`src/hw/rtl/assert_macros.svh`:
```
// Assertion macros shared by the flood alarm RTL.
`ifndef ASSERT_MACROS_SVH
`define ASSERT_MACROS_SVH
`ifndef ASSERT_OFF
`define ASSERT_IMPLY(lbl, clk, rst_n, ante, cons, msg) \
	lbl: assert property (@(posedge clk) disable iff (!rst_n) (ante) |-> (cons)) \
		else $error(msg);
`define ASSERT_NEXT(lbl, clk, rst_n, ante, cons, msg) \
	lbl: assert property (@(posedge clk) disable iff (!rst_n) (ante) |=> (cons)) \
		else $error(msg);
`else
`define ASSERT_IMPLY(lbl, clk, rst_n, ante, cons, msg)
`define ASSERT_NEXT(lbl, clk, rst_n, ante, cons, msg)
`endif
`endif

```
`src/hw/rtl/fac_pkg.sv`:
```
// Types, constants and helper functions of the flood alarm controller.
`default_nettype none
package fac_pkg;

	localparam int ADC_BITS_DEF = 12;
	localparam int ADC_W        = 12;
	localparam int DIST_W       = 9;
	localparam int ECHO_W       = 15;
	localparam int MS_W         = 16;
	localparam int PCT_W        = 7;
	localparam int PROD_W       = 24;
	localparam int QUO_W        = 8;
	localparam int NUM_W        = 19;
	localparam int CFG_IDX_W    = 3;
	localparam int CFG_DATA_W   = 16;

	localparam logic [PROD_W-1:0] ECHO_NUM        = 24'd343;
	localparam logic [PROD_W-1:0] CM_DEN          = 24'd20000;
	localparam logic [PCT_W-1:0]  SOIL_DANGER_PCT = 7'd80;
	localparam logic [PCT_W-1:0]  SOIL_WARN_PCT   = 7'd50;
	localparam logic [PCT_W-1:0]  PCT_MAX         = 7'd100;

	// Register indexes of the configuration port.
	localparam logic [CFG_IDX_W-1:0] CFG_DANGER_DIST = 3'd0;
	localparam logic [CFG_IDX_W-1:0] CFG_WARN_DIST   = 3'd1;
	localparam logic [CFG_IDX_W-1:0] CFG_RAIN_HEAVY  = 3'd2;
	localparam logic [CFG_IDX_W-1:0] CFG_RAIN_LIGHT  = 3'd3;
	localparam logic [CFG_IDX_W-1:0] CFG_SOIL_DRY    = 3'd4;
	localparam logic [CFG_IDX_W-1:0] CFG_SOIL_WET    = 3'd5;
	localparam logic [CFG_IDX_W-1:0] CFG_TONE_MS     = 3'd6;
	localparam logic [CFG_IDX_W-1:0] CFG_GAP_MS      = 3'd7;

	// Hazard levels.
	localparam logic [1:0] LVL_SAFE   = 2'd0;
	localparam logic [1:0] LVL_WARN   = 2'd1;
	localparam logic [1:0] LVL_DANGER = 2'd2;

	// Rain classes.
	localparam logic [1:0] RAIN_NONE  = 2'd0;
	localparam logic [1:0] RAIN_MOD   = 2'd1;
	localparam logic [1:0] RAIN_HEAVY = 2'd2;

	// Alarm sequence steps.
	localparam logic [2:0] ALM_START = 3'd0;
	localparam logic [2:0] ALM_HIGH  = 3'd1;
	localparam logic [2:0] ALM_GAP1  = 3'd2;
	localparam logic [2:0] ALM_LOW   = 3'd3;
	localparam logic [2:0] ALM_GAP2  = 3'd4;

	typedef struct packed {
		logic [DIST_W-1:0] danger_distance_cm;
		logic [DIST_W-1:0] warn_distance_cm;
		logic [ADC_W-1:0]  rain_heavy_level;
		logic [ADC_W-1:0]  rain_light_level;
		logic [ADC_W-1:0]  soil_dry_reading;
		logic [ADC_W-1:0]  soil_wet_reading;
		logic [MS_W-1:0]   tone_ms;
		logic [MS_W-1:0]   gap_ms;
	} cfg_t;

	typedef struct packed {
		logic load;
		logic div_step;
		logic upd;
	} fac_cmd_t;

	typedef struct packed {
		logic div_last;
	} fac_sts_t;

	// Water is closer than limit cm: echo * 0.0343 / 2 < limit, done exactly.
	function automatic logic below_cm(logic [ECHO_W-1:0] echo, logic [DIST_W-1:0] limit);
		logic [PROD_W-1:0] lhs;
		logic [PROD_W-1:0] rhs;
		lhs = PROD_W'(echo) * ECHO_NUM;
		rhs = PROD_W'(limit) * CM_DEN;
		return (echo != '0) && (lhs < rhs);
	endfunction

endpackage
`default_nettype wire

```
`src/hw/rtl/fac_cfg_regs.sv`:
```
// Configuration register file of the flood alarm controller.
`default_nettype none
module fac_cfg_regs (
	input  wire logic                             clk,
	input  wire logic                             arst_n,
	input  wire logic                             cfg_we,
	input  wire logic [fac_pkg::CFG_IDX_W-1:0]    cfg_index,
	input  wire logic [fac_pkg::CFG_DATA_W-1:0]   cfg_wdata,
	output fac_pkg::cfg_t                         cfg
);

	fac_pkg::cfg_t cfg_q;

	always_ff @(posedge clk or negedge arst_n) begin
		if (!arst_n) begin
			cfg_q.danger_distance_cm <= 9'd45;
			cfg_q.warn_distance_cm   <= 9'd55;
			cfg_q.rain_heavy_level   <= 12'd1500;
			cfg_q.rain_light_level   <= 12'd2500;
			cfg_q.soil_dry_reading   <= 12'd3175;
			cfg_q.soil_wet_reading   <= 12'd2000;
			cfg_q.tone_ms            <= 16'd600;
			cfg_q.gap_ms             <= 16'd100;
		end else if (cfg_we) begin
			unique case (cfg_index)
				fac_pkg::CFG_DANGER_DIST: cfg_q.danger_distance_cm <= cfg_wdata[fac_pkg::DIST_W-1:0];
				fac_pkg::CFG_WARN_DIST:   cfg_q.warn_distance_cm   <= cfg_wdata[fac_pkg::DIST_W-1:0];
				fac_pkg::CFG_RAIN_HEAVY:  cfg_q.rain_heavy_level   <= cfg_wdata[fac_pkg::ADC_W-1:0];
				fac_pkg::CFG_RAIN_LIGHT:  cfg_q.rain_light_level   <= cfg_wdata[fac_pkg::ADC_W-1:0];
				fac_pkg::CFG_SOIL_DRY:    cfg_q.soil_dry_reading   <= cfg_wdata[fac_pkg::ADC_W-1:0];
				fac_pkg::CFG_SOIL_WET:    cfg_q.soil_wet_reading   <= cfg_wdata[fac_pkg::ADC_W-1:0];
				fac_pkg::CFG_TONE_MS:     cfg_q.tone_ms            <= cfg_wdata;
				fac_pkg::CFG_GAP_MS:      cfg_q.gap_ms             <= cfg_wdata;
			endcase
		end
	end

	assign cfg = cfg_q;

endmodule
`default_nettype wire

```
`src/hw/rtl/fac_ctrl.sv`:
```
// Control state machine of the flood alarm controller.
`default_nettype none
`include "assert_macros.svh"
module fac_ctrl (
	input  wire logic          clk,
	input  wire logic          arst_n,
	input  wire logic          in_valid,
	input  wire logic          in_mode,
	output logic               in_stall,
	output logic               out_valid,
	input  wire logic          out_stall,
	input  wire fac_pkg::fac_sts_t sts,
	output fac_pkg::fac_cmd_t  cmd
);

	typedef enum logic [3:0] {
		S_IDLE = 4'b0001,
		S_DIV  = 4'b0010,
		S_UPD  = 4'b0100,
		S_OUT  = 4'b1000
	} state_t;

	state_t state_q;
	state_t state_n;
	logic   accept;

	assign in_stall  = (state_q != S_IDLE);
	assign out_valid = (state_q == S_OUT);
	assign accept    = in_valid && (state_q == S_IDLE);

	always_comb begin
		state_n      = state_q;
		cmd.load     = 1'b0;
		cmd.div_step = 1'b0;
		cmd.upd      = 1'b0;
		unique case (state_q)
			S_IDLE: begin
				if (in_valid) begin
					cmd.load = 1'b1;
					// Samples need the soil division; ticks go straight to the update.
					state_n  = in_mode ? S_DIV : S_UPD;
				end
			end
			S_DIV: begin
				cmd.div_step = 1'b1;
				if (sts.div_last) begin
					state_n = S_UPD;
				end
			end
			S_UPD: begin
				cmd.upd = 1'b1;
				state_n = S_OUT;
			end
			S_OUT: begin
				if (!out_stall) begin
					state_n = S_IDLE;
				end
			end
			default: state_n = S_IDLE;
		endcase
	end

	always_ff @(posedge clk or negedge arst_n) begin
		if (!arst_n) begin
			state_q <= S_IDLE;
		end else begin
			state_q <= state_n;
		end
	end

	`ASSERT_NEXT(a_div_to_upd, clk, arst_n, (state_q == S_DIV) && sts.div_last, state_q == S_UPD, "division end did not start the update")
	`ASSERT_NEXT(a_upd_to_out, clk, arst_n, state_q == S_UPD, state_q == S_OUT, "update not followed by a result")
	`ASSERT_NEXT(a_tick_skips_div, clk, arst_n, accept && !in_mode, state_q == S_UPD, "tick transaction entered the divider")

endmodule
`default_nettype wire

```
`src/hw/rtl/fac_datapath.sv`:
```
// Datapath of the flood alarm controller: soil divider, grading and alarm timer.
`default_nettype none
`include "assert_macros.svh"
module fac_datapath #(
	parameter int ADC_BITS = fac_pkg::ADC_BITS_DEF
) (
	input  wire logic                          clk,
	input  wire logic                          arst_n,
	input  wire fac_pkg::cfg_t                 cfg,
	input  wire fac_pkg::fac_cmd_t             cmd,
	output fac_pkg::fac_sts_t                  sts,
	input  wire logic                          mode,
	input  wire logic [fac_pkg::ECHO_W-1:0]    echo_us,
	input  wire logic [fac_pkg::ADC_W-1:0]     rain_reading,
	input  wire logic [fac_pkg::ADC_W-1:0]     soil_reading,
	output logic [1:0]                         hazard_level,
	output logic                               led_safe,
	output logic                               led_warning,
	output logic                               led_red,
	output logic                               tone_high_on,
	output logic                               tone_low_on,
	output logic [fac_pkg::PCT_W-1:0]          soil_percent,
	output logic [1:0]                         rain_class
);

	localparam int ADC_W = fac_pkg::ADC_W;
	localparam int NUM_W = fac_pkg::NUM_W;
	localparam int QUO_W = fac_pkg::QUO_W;
	localparam int PCT_W = fac_pkg::PCT_W;
	localparam int MS_W  = fac_pkg::MS_W;
	localparam int CNT_W = $clog2(QUO_W);
	localparam logic [ADC_W-1:0] ADC_MASK =
		(ADC_BITS >= ADC_W) ? {ADC_W{1'b1}} : ADC_W'((1 << ADC_BITS) - 1);

	// Item registers captured at acceptance.
	logic             mode_q;
	logic             near_danger_q;
	logic             near_warn_q;
	logic [ADC_W-1:0] rain_s_q;
	logic             neg_q;
	logic             zden_q;
	logic             ovf_q;
	logic [NUM_W-1:0] rem_q;
	logic [NUM_W-1:0] dsh_q;
	logic [QUO_W-1:0] quo_q;
	logic [CNT_W-1:0] cnt_q;

	// Held state.
	logic [1:0]       level_q;
	logic [PCT_W-1:0] soil_q;
	logic [ADC_W-1:0] rain_q;
	logic [2:0]       step_q;
	logic [MS_W-1:0]  elapsed_q;

	// Capture logic.
	logic [ADC_W-1:0] rain_m;
	logic [ADC_W-1:0] soil_m;
	logic [ADC_W:0]   diff;
	logic [ADC_W:0]   span;
	logic [ADC_W-1:0] diff_mag;
	logic [ADC_W-1:0] span_mag;
	logic [NUM_W-1:0] num_mag;

	always_comb begin
		rain_m   = rain_reading & ADC_MASK;
		soil_m   = soil_reading & ADC_MASK;
		diff     = {1'b0, soil_m} - {1'b0, cfg.soil_dry_reading};
		span     = {1'b0, cfg.soil_wet_reading} - {1'b0, cfg.soil_dry_reading};
		diff_mag = diff[ADC_W] ? ADC_W'(-diff) : diff[ADC_W-1:0];
		span_mag = span[ADC_W] ? ADC_W'(-span) : span[ADC_W-1:0];
		num_mag  = NUM_W'(diff_mag) * NUM_W'(100);
	end

	// One restoring division step per cycle, quotient bit by bit from the top.
	logic [NUM_W:0] trial;
	assign trial        = {1'b0, rem_q} - {1'b0, dsh_q};
	assign sts.div_last = (cnt_q == CNT_W'(QUO_W - 1));

	always_ff @(posedge clk) begin
		if (cmd.load) begin
			mode_q        <= mode;
			near_danger_q <= fac_pkg::below_cm(echo_us, cfg.danger_distance_cm);
			near_warn_q   <= fac_pkg::below_cm(echo_us, cfg.warn_distance_cm);
			rain_s_q      <= rain_m;
			neg_q         <= diff[ADC_W] ^ span[ADC_W];
			zden_q        <= (span == '0);
			// A quotient of 256 or more is clamped anyway.
			ovf_q         <= ({1'b0, num_mag} >= {span_mag, {QUO_W{1'b0}}});
			rem_q         <= num_mag;
			dsh_q         <= {span_mag, {(QUO_W-1){1'b0}}};
			quo_q         <= '0;
			cnt_q         <= '0;
		end else if (cmd.div_step) begin
			if (!trial[NUM_W]) begin
				rem_q <= trial[NUM_W-1:0];
			end
			quo_q <= {quo_q[QUO_W-2:0], ~trial[NUM_W]};
			dsh_q <= dsh_q >> 1;
			cnt_q <= cnt_q + CNT_W'(1);
		end
	end

	// Update of the held state.
	logic [PCT_W-1:0] pct_n;
	logic [1:0]       level_n;
	logic [MS_W-1:0]  el_n;
	logic [2:0]       step_n;
	logic [2:0]       step_cur;

	always_comb begin
		priority if (zden_q || neg_q) begin
			pct_n = '0;
		end else if (ovf_q || (quo_q > QUO_W'(fac_pkg::PCT_MAX))) begin
			pct_n = fac_pkg::PCT_MAX;
		end else begin
			pct_n = quo_q[PCT_W-1:0];
		end

		if (mode_q) begin
			priority if (near_danger_q) begin
				level_n = fac_pkg::LVL_DANGER;
			end else if (near_warn_q && ((rain_s_q < cfg.rain_heavy_level) ||
			                             (pct_n > fac_pkg::SOIL_DANGER_PCT))) begin
				level_n = fac_pkg::LVL_DANGER;
			end else if (near_warn_q || (rain_s_q < cfg.rain_light_level) ||
			             (pct_n > fac_pkg::SOIL_WARN_PCT)) begin
				level_n = fac_pkg::LVL_WARN;
			end else begin
				level_n = fac_pkg::LVL_SAFE;
			end
			el_n = elapsed_q;
		end else begin
			level_n = level_q;
			el_n    = (elapsed_q != {MS_W{1'b1}}) ? elapsed_q + MS_W'(1) : elapsed_q;
		end

		step_cur = (step_q > fac_pkg::ALM_GAP2) ? fac_pkg::ALM_START : step_q;
		step_n   = step_cur;
		if (level_n != fac_pkg::LVL_DANGER) begin
			step_n = fac_pkg::ALM_START;
		end else if (el_n > cfg.gap_ms) begin
			unique case (step_cur)
				fac_pkg::ALM_START: begin
					el_n   = '0;
					step_n = fac_pkg::ALM_HIGH;
				end
				fac_pkg::ALM_HIGH: begin
					if (el_n > cfg.tone_ms) begin
						el_n   = '0;
						step_n = fac_pkg::ALM_GAP1;
					end
				end
				fac_pkg::ALM_GAP1: begin
					el_n   = '0;
					step_n = fac_pkg::ALM_LOW;
				end
				fac_pkg::ALM_LOW: begin
					if (el_n > cfg.tone_ms) begin
						el_n   = '0;
						step_n = fac_pkg::ALM_GAP2;
					end
				end
				default: step_n = fac_pkg::ALM_START;
			endcase
		end
	end

	always_ff @(posedge clk or negedge arst_n) begin
		if (!arst_n) begin
			level_q   <= fac_pkg::LVL_SAFE;
			soil_q    <= '0;
			rain_q    <= ADC_MASK;
			step_q    <= fac_pkg::ALM_START;
			elapsed_q <= '0;
		end else if (cmd.upd) begin
			if (mode_q) begin
				soil_q <= pct_n;
				rain_q <= rain_s_q;
			end
			level_q   <= level_n;
			step_q    <= step_n;
			elapsed_q <= el_n;
		end
	end

	// Outputs come straight from the held state, which is frozen while a result waits.
	always_comb begin
		hazard_level = level_q;
		led_safe     = (level_q == fac_pkg::LVL_SAFE);
		led_warning  = (level_q == fac_pkg::LVL_WARN);
		led_red      = (level_q == fac_pkg::LVL_DANGER);
		tone_high_on = (step_q == fac_pkg::ALM_HIGH);
		tone_low_on  = (step_q == fac_pkg::ALM_LOW);
		soil_percent = soil_q;
		priority if (rain_q < cfg.rain_heavy_level) begin
			rain_class = fac_pkg::RAIN_HEAVY;
		end else if (rain_q < cfg.rain_light_level) begin
			rain_class = fac_pkg::RAIN_MOD;
		end else begin
			rain_class = fac_pkg::RAIN_NONE;
		end
	end

	`ASSERT_IMPLY(a_step_only_in_danger, clk, arst_n, step_q != fac_pkg::ALM_START, level_q == fac_pkg::LVL_DANGER, "alarm step active outside danger")
	`ASSERT_IMPLY(a_soil_clamped, clk, arst_n, 1'b1, soil_q <= fac_pkg::PCT_MAX, "soil percent above one hundred")
	`ASSERT_IMPLY(a_step_in_range, clk, arst_n, 1'b1, step_q <= fac_pkg::ALM_GAP2, "alarm step out of range")

endmodule
`default_nettype wire

```
`src/hw/rtl/flood_alarm_controller.sv`:
```
// Flood alarm controller top level: hazard grading, soil percent and two-tone alarm.
// A tick result goes from acceptance through the update state to the output state; a sample
// result first passes the soil percent divider, which yields one quotient bit a cycle.
// One transaction is in flight at a time: a new one is stalled until the result is taken.
// Asynchronous active-low reset restores the default configuration, a safe hazard,
// zero soil percent, a dry rain reading and a silent alarm at time zero.
`default_nettype none
module flood_alarm_controller #(
	parameter int ADC_BITS = fac_pkg::ADC_BITS_DEF
) (
	input  wire logic                            clk,
	input  wire logic                            arst_n,
	input  wire logic                            cfg_we,
	input  wire logic [fac_pkg::CFG_IDX_W-1:0]   cfg_index,
	input  wire logic [fac_pkg::CFG_DATA_W-1:0]  cfg_wdata,
	input  wire logic                            in_valid,
	output logic                                 in_stall,
	input  wire logic                            mode,
	input  wire logic [fac_pkg::ECHO_W-1:0]      echo_us,
	input  wire logic [fac_pkg::ADC_W-1:0]       rain_reading,
	input  wire logic [fac_pkg::ADC_W-1:0]       soil_reading,
	output logic                                 out_valid,
	input  wire logic                            out_stall,
	output logic [1:0]                           hazard_level,
	output logic                                 led_safe,
	output logic                                 led_warning,
	output logic                                 led_red,
	output logic                                 tone_high_on,
	output logic                                 tone_low_on,
	output logic [fac_pkg::PCT_W-1:0]            soil_percent,
	output logic [1:0]                           rain_class
);

	fac_pkg::cfg_t     cfg;
	fac_pkg::fac_cmd_t cmd;
	fac_pkg::fac_sts_t sts;

	fac_cfg_regs u_cfg (
		.clk       (clk),
		.arst_n    (arst_n),
		.cfg_we    (cfg_we),
		.cfg_index (cfg_index),
		.cfg_wdata (cfg_wdata),
		.cfg       (cfg)
	);

	fac_ctrl u_ctrl (
		.clk       (clk),
		.arst_n    (arst_n),
		.in_valid  (in_valid),
		.in_mode   (mode),
		.in_stall  (in_stall),
		.out_valid (out_valid),
		.out_stall (out_stall),
		.sts       (sts),
		.cmd       (cmd)
	);

	fac_datapath #(
		.ADC_BITS (ADC_BITS)
	) u_dp (
		.clk          (clk),
		.arst_n       (arst_n),
		.cfg          (cfg),
		.cmd          (cmd),
		.sts          (sts),
		.mode         (mode),
		.echo_us      (echo_us),
		.rain_reading (rain_reading),
		.soil_reading (soil_reading),
		.hazard_level (hazard_level),
		.led_safe     (led_safe),
		.led_warning  (led_warning),
		.led_red      (led_red),
		.tone_high_on (tone_high_on),
		.tone_low_on  (tone_low_on),
		.soil_percent (soil_percent),
		.rain_class   (rain_class)
	);

endmodule
`default_nettype wire
```
`config.mk`:
```
export PLATFORM = sky130hd
export DESIGN_NAME = flood_alarm_controller
export DESIGN_NICKNAME = d
export VERILOG_FILES = /design/src/hw/rtl/fac_pkg.sv /design/src/hw/rtl/fac_cfg_regs.sv /design/src/hw/rtl/fac_ctrl.sv /design/src/hw/rtl/fac_datapath.sv /design/src/hw/rtl/flood_alarm_controller.sv
export VERILOG_INCLUDE_DIRS = /design/src /design/src/hw/rtl
export SDC_FILE = /design/constraint.sdc
export NUM_CORES = 1
export LEC_CHECK = 0
export ABC_AREA = 1
export BUFFER_PORTS_ARGS = -buffer_cell sky130_fd_sc_hd__clkbuf_2
export CORE_MARGIN = 2
export CORE_UTILIZATION = 55
export CTS_BUF_LIST = sky130_fd_sc_hd__clkbuf_16
export DETAILED_ROUTE_END_ITERATION = 8
export PLACE_DENSITY = 0.72
export SYNTH_ARGS = -nofsm -noshare
export SYNTH_HDL_FRONTEND = slang
export SYNTH_HIERARCHICAL = 1
export SYNTH_SLANG_ARGS = --single-unit
export TNS_END_PERCENT = 20
```
`constraint.sdc`:
```
create_clock -name clk -period 14.37 [get_ports clk]
set_input_delay 2.1555 -clock clk [delete_from_list [all_inputs] [get_ports clk]]
set_output_delay 2.1555 -clock clk [all_outputs]
set_load 0.005 [all_outputs]
```
Word level (Yosys, flattened, before mapping)
Cells that the tools add are included.

cells by class
  add/subtract/negate cells = 7
  $mul = 4
  div/mod/pow operators = 0
  $lt $le $gt $ge = 13
  equal/unequal tests = 26
  shift operators = 0
  mux-type cells = 36
  bitwise logic cells = 2
  reduce and logical (&&, ||, !) cells = 28

operator list
  cell                                                                  number
  19-bit two-way mux                                                    5
  16-bit two-way mux                                                    5
  12-bit less-than comparator                                           4
  24-bit less-than comparator                                           2
  9-bit by 10-bit multiplier with 19-bit output, second input constant  2
  16-bit greater-than comparator                                        2
  16-bit case mux with 2 select lines                                   1
  12-bit by 12-bit subtractor with 13-bit output                        2
  15-bit by 9-bit multiplier with 24-bit output, second input constant  1
  12-bit two-way mux                                                    2
  12-bit negation                                                       2
  2-bit AND reduction                                                   11
  19-bit by 20-bit greater-or-equal comparator with 1-bit output        1
  19-bit by 19-bit subtractor with 20-bit output                        1
  3-bit two-way mux                                                     6
  12-bit by 5-bit multiplier with 17-bit output, second input constant  1
  16-bit by 1-bit adder with 16-bit output, second input constant       1
  16-bit != test, second input constant                                 1
  4-bit case mux with 4 select lines                                    1
  3-bit by 2-bit == test with 1-bit output, second input constant       5
  3-bit == test, second input constant                                  5
  15-bit nonzero test                                                   1
  7-bit two-way mux                                                     2
  13-bit zero test                                                      1
  27 further kinds                                                      51

word-level totals
  register bits = 209
  latch bits = 0
  RAM bits = 0
  memory bits (read-only) = 0
  output and inout bits = 18
  logic and storage cells = 143
  memories = 0

Longest topological paths before layout
Gate-level depths: netlist of the first run.

  depth after elaboration = 12
  gate-level depth with buffers = 36
  depth with buffers taken out = 36

Modules after synthesis
Netlist of the first run, hierarchy kept.

modules (own cells, without submodules)
  module        instances  cells an instance  area each (sq um)  sequential area each (sq um)
  fac_datapath  1          2171               16907.5            2827.7
  fac_cfg_regs  1          446                3915.0             2503.7
  fac_ctrl      1          37                 269.0              101.3

Worst setup path before layout of the first run
No wires, ideal clock.

  kind = input -> register
  start point = in soil_reading[0] (netlist name)
  end point = reg u_dp.ovf_q (data pin)
  arrival = 7.311 ns
  required time = 14.232 ns
  slack = 6.921 ns
  stages = 35
  buffers on the path = 0
  path through = inv_1 > ha_1 > inv_1 > fa_1 > inv_1 > ha_1 > inv_1 > nor2_2 > nand3_2 > nor2_2 > nand3_1 > o21ai_0 > xor2_1 > inv_1 > ha_1 > ha_1 > inv_1 > fa_1 > inv_1 > ha_1 > nand2_1 > o21ai_0 > a21oi_1 > o21ai_0 > xor2_1 > inv_1 > ha_1 > nand2_1 > nor4_1 > nand3_1 > nor4_1 > nand2_1 > nand2_1 > a21oi_1 > nor2_1

between the ends
  longest elaborated chain between the ends = 5

RTL lines
  what                                                                line                          RTL
  start: declaration                                                  flood_alarm_controller.sv:21  input wire logic [fac_pkg::ADC_W-1:0] soil_reading,
  12-bit by 12-bit subtractor with 13-bit output (*)                  fac_datapath.sv:67            diff = {1'b0, soil_m} - {1'b0, cfg.soil_dry_reading};
  12-bit negation                                                     fac_datapath.sv:69            diff_mag = diff[ADC_W] ? ADC_W'(-diff) : diff[ADC_W-1:0];
  12-bit two-way mux (*)                                              fac_datapath.sv:69
  12-bit by 5-bit multiplier with 17-bit output (*)                   fac_datapath.sv:71            num_mag = NUM_W'(diff_mag) * NUM_W'(100);
  19-bit by 20-bit greater-or-equal comparator with 1-bit output (*)  fac_datapath.sv:88            ovf_q <= ({1'b0, num_mag} >= {span_mag, {QUO_W{1'b0}}});
  end signal: assignment                                              fac_datapath.sv:88
  end: declaration                                                    fac_datapath.sv:42            logic ovf_q;

Every way passes the cells marked *; elsewhere a longest branch is shown, timed or not.
A chain may end at the register's enable or synchronous reset.

Worst setup path in the final report of the first run
Ends and elaborated chain as after synthesis.

==> results_dict.tcl, run 1 <==
set metrics [dict create \
    cts_setup_buffers 0 \
    fillCellCount 3435 \
    critical_path_peak_fanout 4 \
    synth-simple-area-share 0.205 \
    synth.area.top_cells "sky130_fd_sc_hd__ha_1 22%, sky130_fd_sc_hd__nand2_1 12%, sky130_fd_sc_hd__dfrtp_1 10%" \
    post_layout_nonfiller_instances 3249 \
    post_synth.cell_area_avg_um2 7.95 \
    synth_compound_area_frac 0.0908 \
    post_synth_instance_area_mm2 0.0211 \
    tcrit_tclk_final 0.528 \
    slew_headroom 0.291 \
    timing.reg2reg.worst_path_depth 35 \
    start_util 0.559 \
    crit_path_frequent_cell "sky130_fd_sc_hd__inv_1" \
    cts_inserted_buffers 23 \
    holdWs_ps 464 \
    dominant_combinational_cell_family_by_area_after_synthesis "adder cells" \
    post-synth-top-count-cell "sky130_fd_sc_hd__nand2_1" \
    clkSinkCount 209 \
    drt-pass1-iter-count 8 \
    count_of_unresolved_drc_violations_after_routing 0 \
    max_cap_violations 0 \
    clkTransAtPathRegs_ps 60 \
    tightestPinTransition_ps 1060 \
    yosysTopAreaCell "sky130_fd_sc_hd__ha_1" \
    grt_start_max_net_pins 79 \
    total_congestion_overflow_after_global_routing 0 \
    gr-usage-all-layers 0.258 \
    post_synth_most_frequent_cells "653 x sky130_fd_sc_hd__nand2_1, 462 x sky130_fd_sc_hd__inv_1, 374 x sky130_fd_sc_hd__ha_1" \
    routabilityCongestion 0.874 \
    cts_buffer_depth 3 \
    hold_bufs_inserted_after_cts 0 \
    synthDistinctLibCells 58 \
    num-nets-final 3249 \
    status "completed" \
    setup_viol_count_final 0 \
    floorplan.die_area_mm2 0.0399 \
    fin_util 0.601 \
    clock-skew-final_ps 26.6 \
    multi_input_area_mm2 0.0137 \
    h-tree-depth 1 \
    rows 71 \
    grt_pass1_wl_um 84200 \
    post_synth_xor_area_fraction 0.0447 \
    min_path_type "flop to flop" \
    die_y_um 200 \
    antenna_found_initial 0 \
    synth-seq-area-share 0.258 \
    cell_at_the_root_of_the_clock_tree "sky130_fd_sc_hd__clkbuf_16" \
    worst-setup-path-type "primary input to flop" \
    gate_count_post_synth 2654 \
    design.portCount 82 \
    yosys_warnings 6 \
    cts_resized 0 \
    critical-path-slowest-cell "sky130_fd_sc_hd__fa_1" \
    final_period_minus_worst_setup_slack_ps 7580 \
    drt_total_wl_um 49900 \
    endpoint_kind "flop" \
    dp_hpwl_um 40200 \
    synth_fa_ha_area_frac 0.307 \
    drt-vias-per-instance 5.32 \
    syn_nets 3182 \
    post-place-cells 3207 \
    min_delay_path_depth 2 \
    routed_wire_length_per_instance_um 15.3 \
    dr.first_iter.drc_count 937 \
    ff_latch_area_mm2 0.00543 \
    netlist.area_leader.share 0.222 \
    timing.final.max_slew_violations 0 \
    total_negative_slack_for_setup_checks_ps 0 \
    hold_viol 0 \
    total_of_flip_flops_plus_latches_after_synthesis 209 \
    synth-main-ff-cell "sky130_fd_sc_hd__dfrtp_1" \
    synth_async_sr_flop_share 0.679 \
    core_outline_area_mm2 0.0378 \
    area.growth.synth_to_final_pct 7.66 \
    n_antenna_cell 0 \
    via_count_of_the_first_global_routing_pass 17700 \
    clock_latency_at_the_later_pin_of_the_worst_skew_pair_ps 530 \
    count_of_flip_flops_with_a_built_in_enable_after_synthesis 47 \
    clock_tree_from_tritoncts "done" \
    worst-endpoint-required_ps 14760 \
    dr_total_vias 17300 \
    critical_path.startpoint_type "primary input" \
    buffer_ports.inserted 81 \
    fmaxAchievable_mhz 132 \
    drive_gt1_frac 0.0909 \
    die-width_um 200 \
    synth.area.mux_share 0 \
    ant_nets 0 \
    slowest_cell_delay_on_critical_path_ps 490 \
    rsz0062_at_grt "no" \
    cp_data_arrival_time_ps 7980 \
]
[cell families after synthesis]
group / Yosys count
and+or+nand+nor: 1022
buffers and inverters: 520
adders and majority gates: 464
AOI/OAI and AO/OA: 334
DFF: 209
xor gates and xnor gates: 105
[metal layers]
metal | GRT usage | wire [um] | vias to the layer above
li1 | - | - | 8702
met1 | 0.331 | 22100 | 8191
met2 | 0.471 | 24800 | 337
met3 | 0.0223 | 1820 | 65
met4 | 0.0606 | 1150 | 0
met5 | 0 | 0 | -
[flip-flops by register name, summed over array words and instances (netlist names), 2 cells and up]
name	flops
u_cfg/cfg	98
u_dp/dsh_q	19
u_dp/rem_q	19
u_dp/elapsed_q	16
u_dp/rain_q	12
u_dp/rain_s_q	12
u_dp/quo_q	8
u_dp/soil_percent	7
u_ctrl/state_q	4
u_dp/cnt_q	3
u_dp/step_q	3
u_dp/hazard_level	2
[placed cells by master, fill, tap and decap left out, types with 10 or more instances in the layout]
cell type                   synthesis  layout
sky130_fd_sc_hd__o21ai_1           15      15
sky130_fd_sc_hd__o21ai_0           77      77
sky130_fd_sc_hd__nand4_1           25      25
sky130_fd_sc_hd__ha_1             374     374
sky130_fd_sc_hd__a31oi_1           10      10
sky130_fd_sc_hd__o211ai_1          12      12
sky130_fd_sc_hd__nor2_2            13      13
sky130_fd_sc_hd__o22ai_1           23      23
sky130_fd_sc_hd__xnor2_1           30      30
sky130_fd_sc_hd__dfxtp_1           20      20
sky130_fd_sc_hd__nand3_1          127     127
sky130_fd_sc_hd__nor3_1            20      20
sky130_fd_sc_hd__clkbuf_16          0      24
sky130_fd_sc_hd__nand2_1          653     653
sky130_fd_sc_hd__fa_1              90      90
sky130_fd_sc_hd__edfxtp_1          47      47
sky130_fd_sc_hd__clkbuf_2           4      80
sky130_fd_sc_hd__dfrtp_1           88      88
sky130_fd_sc_hd__dfstp_2           54      54
sky130_fd_sc_hd__nand2_2           15      15
sky130_fd_sc_hd__inv_2             12      12
sky130_fd_sc_hd__a21oi_1          143     143
sky130_fd_sc_hd__nor4_1            13      13
sky130_fd_sc_hd__inv_1            462     466
sky130_fd_sc_hd__nor2_1           131     131
sky130_fd_sc_hd__xor2_1            72      72
[worst max-delay path, delay by kind of cell]
family,cells,cell delay (ps)
adder cells (fa/ha/maj),8,2470
AND/OR/NAND/NOR,12,1390
AO/OA/AOI/OAI,5,790
buffers and inverters,9,640
XOR/XNOR,2,510
[final timing paths]
path | start | to | slack (ps)
max | soil_reading[0] | u_dp/ovf_q | 6790
min | u_cfg/cfg[75] | u_cfg/cfg[75] | 460
max reg2reg | u_cfg/cfg[49] | u_dp/ovf_q | 7980
min reg2reg | u_cfg/cfg[75] | u_cfg/cfg[75] | 460
max in group asynchronous | arst_n | u_cfg/cfg[97] | 11360
min in group asynchronous | arst_n | u_dp/soil_percent[5] | 1640
[metrics by stage]
step | cell area, um^2 | setup WS (ps)
2_1_floorplan | 21100 | 6920
3_3_place_gp | 22000 | 6440
3_5_place_dp | 22000 | 6270
4_1_cts | 22700 | 6810
5_1_grt | 22700 | 6170
6_report | 22700 | 6790
[final cells by class]
class	instances	share of cell area
well taps	511	0.0282
multi-input cells	1925	0.601
clock buffers	24	0.0264
repair buffers	85	0.0195
clock inverters	18	0.00656
flip-flops and latches	209	0.239
inverters	477	0.0788
Power of run 1 is not shown: default switching activity piles up to over one toggle a cycle in this logic, so the estimate is an artifact.
==> run 2, diff against run 1 <==
--- a/config.mk
+++ b/config.mk
@@ -6,7 +6,7 @@
 export SDC_FILE = /design/constraint.sdc
 export NUM_CORES = 1
 export LEC_CHECK = 0
-export ABC_AREA = 1
+export ABC_AREA = 0
 export BUFFER_PORTS_ARGS = -buffer_cell sky130_fd_sc_hd__clkbuf_2
 export CORE_MARGIN = 2
 export CORE_UTILIZATION = 55
==> constraint.sdc (replaced) <==
create_clock -name clk -period 7.38 [get_ports clk]
set_input_delay 1.107 -clock clk [delete_from_list [all_inputs] [get_ports clk]]
set_output_delay 1.107 -clock clk [all_outputs]
set_load 0.005 [all_outputs]
==> run 2 against run 1 <==
Critical path type unchanged. Flip-flop and latch count is the same. Cell count decreased by 19%. Global-route usage fell by 2.6 points. Utilization is 0.79 points higher. Critical endpoint unchanged.
==> results_dict.tcl, run 2 <==
set metrics [dict create \
    gate_count_post_synth 2028 \
    total_negative_slack_for_setup_checks_ps 0 \
    post_synth_xor_area_fraction 0.0580 \
    post_layout_nonfiller_instances 2629 \
    drt-vias-per-instance 5.60 \
    post_synth_instance_area_mm2 0.0203 \
    via_count_of_the_first_global_routing_pass 15300 \
    die-width_um 196 \
    grt_start_max_net_pins 84 \
    fmaxAchievable_mhz 141 \
    total_congestion_overflow_after_global_routing 0 \
    synth-main-ff-cell "sky130_fd_sc_hd__dfrtp_1" \
    timing.final.max_slew_violations 0 \
    synth.area.top_cells "sky130_fd_sc_hd__ha_1 23%, sky130_fd_sc_hd__dfrtp_1 11%, sky130_fd_sc_hd__fa_1 8.9%" \
    rows 70 \
    min_path_type "flop to flop" \
    fillCellCount 2961 \
    whs_endpoint "u_dp/rem_q[0]" \
    max_cap_violations 0 \
    routabilityCongestion 0.908 \
    count_of_unresolved_drc_violations_after_routing 0 \
    highest_count_cells_in_the_layout_ignoring_fill_and_taps "373 x sky130_fd_sc_hd__ha_1, 316 x sky130_fd_sc_hd__inv_1, 113 x sky130_fd_sc_hd__mux2_2" \
    worst-setup-path-type "primary input to flop" \
    place_area_mm2 0.0215 \
    endpoint_kind "flop" \
    start_util 0.557 \
    status "completed" \
    drt-pass1-iter-count 7 \
    ant_nets 0 \
    synth.area.mux_share 0.0710 \
    drt_total_wl_um 43500 \
    synth_compound_area_frac 0.128 \
    worst-r2r-setup-slack_ps 430 \
    final_period_minus_worst_setup_slack_ps 7080 \
    worst-endpoint-required_ps 7750 \
    core_outline_area_mm2 0.0365 \
    post-synth-top-count-cell "sky130_fd_sc_hd__ha_1" \
    tightestPinTransition_ps 1050 \
    hold_viol 0 \
    rr_startpoint "u_cfg/cfg[44]" \
    floorplan.die_area_mm2 0.0385 \
    synth_async_sr_flop_share 0.679 \
    die_y_um 196 \
    critical_path.startpoint_type "primary input" \
    critical-path-slowest-cell "sky130_fd_sc_hd__or4_1" \
    syn_nets 2556 \
    dp_hpwl_um 34900 \
    tcrit_tclk_final 0.959 \
    number_of_flip_flops_under_the_largest_register_name 98 \
    timing.reg2reg.worst_path_depth 30 \
    drive_gt1_frac 0.174 \
    netlist.area_leader.share 0.230 \
    area.growth.synth_to_final_pct 9.49 \
    h-tree-depth 1 \
    synthDistinctLibCells 92 \
    cell_at_the_root_of_the_clock_tree "sky130_fd_sc_hd__clkbuf_16" \
    most_common_cell_after_layout_fill_and_taps_aside "sky130_fd_sc_hd__ha_1" \
    preCtsSetupSlack_ps -260 \
    cts_buffer_depth 3 \
    crit_path_frequent_cell "sky130_fd_sc_hd__ha_1" \
    buffer_ports.inserted 81 \
    dr_total_vias 14700 \
    clock-skew-final_ps 11.9 \
    yosys_warnings 6 \
    cp_data_arrival_time_ps 7440 \
    cts_inserted_buffers 23 \
    setup_viol_count_final 0 \
    dr.first_iter.drc_count 637 \
    clkSinkCount 209 \
    terminus_of_the_critical_flop_to_flop_path "u_dp/ovf_q" \
    critical_path_peak_fanout 3 \
    yosysTopAreaCell "sky130_fd_sc_hd__ha_1" \
    slowest_cell_delay_on_critical_path_ps 480 \
    worst_hold_startpoint "u_dp/rem_q[0]" \
    grt_pass1_wl_um 73400 \
    num-nets-final 2672 \
    count_of_flip_flops_with_a_built_in_enable_after_synthesis 47 \
    total_of_flip_flops_plus_latches_after_synthesis 209 \
    min_delay_path_depth 2 \
    synth-simple-area-share 0.0935 \
    design.portCount 82 \
    synth-seq-area-share 0.267 \
    post_synth_most_frequent_cells "374 x sky130_fd_sc_hd__ha_1, 306 x sky130_fd_sc_hd__inv_1, 113 x sky130_fd_sc_hd__mux2_2" \
    setup.worst_path.start "soil_reading[0]" \
    timing.final.ws_setup_ps 303 \
    clock_latency_at_the_later_pin_of_the_worst_skew_pair_ps 510 \
    dominant_combinational_cell_family_by_area_after_synthesis "adder cells" \
    slew_headroom 0.297 \
    antenna_found_initial 2 \
    post-place-cells 2585 \
    gr-usage-all-layers 0.232 \
    fin_area_mm2 0.0223 \
    clock_tree_from_tritoncts "done" \
    synth_fa_ha_area_frac 0.319 \
    post_synth.cell_area_avg_um2 10.0 \
    clkTransAtPathRegs_ps 60 \
    hold_bufs_inserted_after_cts 0 \
    routed_wire_length_per_instance_um 16.6 \
]
run 2: cell count changes in the layout (fill, tap and decap cells not counted), sizes merged, moves of 44 or more:
cell	previous run	this run
inv	481	318
nand2	671	86
mux2	0	113
nor2	147	103
a21o	7	61
nand3	131	28
a21oi	151	100
run 2: area by class of cell:
cell class	count	area (um^2)	area share
inverters	306	1150	0.0516
diodes	1	2.50	0.000112
clock inverters	18	76.3	0.00343
flip-flops and latches	209	5430	0.244
repair buffers	124	734	0.0330
multi-input cells	1480	13700	0.616
clock buffers	23	576	0.0259
well taps	468	586	0.0263
run 2: per-layer routing:
metal,vias up,part of all wire,track usage
met2,211,0.50,0.422
met1,7168,0.45,0.295
met3,73,0.027,0.0210
met5,-,0.00028,0
li1,7268,-,-
met4,2,0.026,0.0592
run 2: worst max path at each step:
| stage | to | cells after the start | slack (ps) |
|---|---|---|---|
| 4_1_cts | u_dp/ovf_q | 32 | 270 |
| 3_3_place_gp | u_dp/ovf_q | 31 | -100 |
| 5_1_grt | u_dp/ovf_q | 32 | -40 |
| 3_5_place_dp | u_dp/ovf_q | 32 | -260 |
| 2_1_floorplan | u_dp/ovf_q | 31 | 30 |
| 6_report | u_dp/ovf_q | 32 | 300 |
run 2: logic make-up after synthesis:
| kind of cell | after synthesis |
|---|---|
| multiplexers | 130 |
| adder cells (fa/ha/maj) | 464 |
| AND/OR/NAND/NOR | 373 |
| AO/OA/AOI/OAI | 381 |
| buffers and inverters | 339 |
| flip-flops | 209 |
| XOR/XNOR | 132 |
run 2: metrics by stage:
step / hold slack [ps] / utilization
2_1_floorplan: 465 / -
3_3_place_gp: 478 / 0.589
3_5_place_dp: 492 / 0.589
4_1_cts: 507 / 0.606
5_1_grt: 525 / 0.609
6_report: 504 / 0.609
run 2: what timing repair did:
action | CTS | global route
endpoints found under the setup margin | 0 | 1
gates resized for setup | 0 | 17
setup buffers | 0 | 2
run 2: critical path: cells and delay by family:
family                     cells  cell delay [ps]
AOI/OAI and AO/OA             11             2350
adders and majority gates      7             2010
and+or+nand+nor                8             1330
xor gates and xnor gates       3              460
buffers and inverters          3              190
Power of run 2 is left out for the same reason.
==> run 3, diff against run 2 <==
--- a/config.mk
+++ b/config.mk
@@ -15,6 +15,5 @@
 export PLACE_DENSITY = 0.72
 export SYNTH_ARGS = -nofsm -noshare
 export SYNTH_HDL_FRONTEND = slang
-export SYNTH_HIERARCHICAL = 1
 export SYNTH_SLANG_ARGS = --single-unit
 export TNS_END_PERCENT = 20
==> run 3 against run 2 <==
Via count grew 2.8%. Flip-flop and latch count is the same. Hold slack lost 44 ps. Utilization shrank 0.28 points. Global-route usage grew 0.97 points. Worst setup slack gained 68 ps. Register-to-register slack gained 50 ps. Die area shrank 0.23%. Non-clock buffer count shrank 20. Highest routed layer is now met4.
==> results_dict.tcl, run 3 <==
set metrics [dict create \
    count_of_flip_flops_with_a_built_in_enable_after_synthesis 47 \
    tightestPinTransition_ps 1080 \
    cts_setup_buffers 0 \
    synth-main-ff-cell "sky130_fd_sc_hd__dfrtp_1" \
    syn_nets 2611 \
    netlist.area_leader.share 0.231 \
    slew_headroom 0.276 \
    cp_data_arrival_time_ps 7390 \
    fmaxAchievable_mhz 143 \
    highest_count_cells_in_the_layout_ignoring_fill_and_taps "374 x sky130_fd_sc_hd__ha_1, 304 x sky130_fd_sc_hd__inv_1, 120 x sky130_fd_sc_hd__nand2_1" \
    post_synth_most_frequent_cells "374 x sky130_fd_sc_hd__ha_1, 303 x sky130_fd_sc_hd__inv_1, 120 x sky130_fd_sc_hd__nand2_1" \
    ant_nets 0 \
    clock_latency_at_the_later_pin_of_the_worst_skew_pair_ps 540 \
    drive_gt1_frac 0.143 \
    yosysTopAreaCell "sky130_fd_sc_hd__ha_1" \
    min_path_type "flop to flop" \
    min_delay_path_depth 2 \
    buffer_ports.inserted 81 \
    antenna_found_initial 2 \
    synth_async_sr_flop_share 0.679 \
    critical_path_peak_fanout 4 \
    start_util 0.557 \
    core_outline_area_mm2 0.0364 \
    status "completed" \
    setup_viol_count_final 0 \
    design.portCount 82 \
    drt-pass1-iter-count 7 \
    crit_path_frequent_cell "sky130_fd_sc_hd__ha_1" \
    worst-endpoint-required_ps 7760 \
    worst-setup-path-type "primary input to flop" \
    post_synth.cell_area_avg_um2 9.74 \
    routabilityCongestion 0.875 \
    post-synth-top-count-cell "sky130_fd_sc_hd__ha_1" \
    final_period_minus_worst_setup_slack_ps 7010 \
    synth.area.top_cells "sky130_fd_sc_hd__ha_1 23%, sky130_fd_sc_hd__dfrtp_1 11%, sky130_fd_sc_hd__fa_1 8.9%" \
    grt_start_max_net_pins 81 \
    post_synth_instance_area_mm2 0.0203 \
    total_congestion_overflow_after_global_routing 0 \
    total_of_flip_flops_plus_latches_after_synthesis 209 \
    endpoint_kind "flop" \
    post-place-cells 2619 \
    h-tree-depth 1 \
    gate_count_post_synth 2083 \
    most_common_cell_after_layout_fill_and_taps_aside "sky130_fd_sc_hd__ha_1" \
    grt_pass1_wl_um 75800 \
    synthDistinctLibCells 92 \
    die-width_um 196 \
    cts_buffer_depth 3 \
    number_of_flip_flops_under_the_largest_register_name 98 \
    critical_path.startpoint_type "primary input" \
    clkTransAtPathRegs_ps 60 \
    count_of_unresolved_drc_violations_after_routing 0 \
    via_count_of_the_first_global_routing_pass 15500 \
    cts_inserted_buffers 23 \
    rsz0062_at_grt "no" \
    yosys_warnings 0 \
    tcrit_tclk_final 0.950 \
    slowest_cell_delay_on_critical_path_ps 420 \
    max_cap_violations 0 \
    post_layout_nonfiller_instances 2663 \
    die_y_um 196 \
    dr_total_vias 15100 \
    clkSinkCount 209 \
    num-nets-final 2704 \
    hold_viol 0 \
    gr-usage-all-layers 0.241 \
    timing.final.max_slew_violations 0 \
    dr.first_iter.drc_count 799 \
    rows 70 \
    drt_total_wl_um 45300 \
    timing.reg2reg.worst_path_depth 27 \
    floorplan.die_area_mm2 0.0384 \
    routed_wire_length_per_instance_um 17.0 \
    dp_hpwl_um 35800 \
    clock_tree_from_tritoncts "done" \
    clock-skew-final_ps 17.3 \
    critical-path-slowest-cell "sky130_fd_sc_hd__fa_1" \
    drt-vias-per-instance 5.69 \
    fillCellCount 3113 \
    area.growth.synth_to_final_pct 8.98 \
    cell_at_the_root_of_the_clock_tree "sky130_fd_sc_hd__clkbuf_16" \
    synth-seq-area-share 0.268 \
]
==> run 3: path summary, 6_finish.rpt <==
check                                end            start  slack [ps]
setup / recovery              u_dp.ovf_q  soil_reading[0]         370
hold / removal             u_dp.rem_q[0]    u_dp.rem_q[0]         460
setup reg to reg              u_dp.ovf_q    u_cfg.cfg[44]         480
hold reg to reg            u_dp.rem_q[0]    u_dp.rem_q[0]         460
max in group asynchronous  u_cfg.cfg[61]           arst_n        5450
min in group asynchronous  u_cfg.cfg[10]           arst_n         620
==> run 3: logic make-up (layout without fill, tap and decap cells) <==
group,count (synthesis),after routing,share of synthesized area
AND/OR/NAND/NOR,431,431,0.104
AO/OA/AOI/OAI,433,433,0.145
multiplexers,84,84,0.0463
XOR/XNOR,122,122,0.0531
flip-flops,209,209,0.268
adder cells (fa/ha/maj),464,464,0.320
other,0,2,0
buffers and inverters,340,450,0.0644
==> run 3: repair_timing <==
action                     4_1_cts  5_1_grt
hold buffers                     0        0
setup endpoints to repair        0        1
gates resized for setup          0        1
==> run 3: area by class of cell <==
class	instances	area (um^2)	area share
Antenna cell	2	5.00	0.000226
Multi-Input combinational cell	1534	13600	0.614
Timing Repair Buffer	104	584	0.0264
Clock inverter	18	180	0.00815
Sequential cell	209	5430	0.246
Clock buffer	24	601	0.0272
Tap cell	468	586	0.0265
Inverter	304	1140	0.0516
==> run 3: metal layers <==
metal	global-route usage	routed length, um	vias up
met5	0	0	-
met4	0.0831	1290	0
met1	0.312	20100	7384
met3	0.0187	1310	60
li1	-	-	7465
met2	0.427	22500	231
==> run 3: per-stage QoR <==
stage                     setup TNS, ps  cell area [um^2]  hold slack [ps]  worst slack [ps]   util
final                                 0             22100              460               371  0.607
after global routing                  0             22100              502              34.3  0.607
after CTS                             0             22100              467               414  0.606
after detailed placement           -117             21300              456              -117  0.585
after global placement                0             21300              443               122  0.585
after floorplan                       0             20300              435               364      -
==> run 3: worst max-delay path, delay by kind of cell <==
kind                       cells  cell delay [ps]
AOI/OAI and AO/OA             13             2860
xor gates and xnor gates       3              630
adders and majority gates      7             2150
buffers and inverters          3              200
and+or+nand+nor                3              460
Power of run 3 is left out for the same reason.
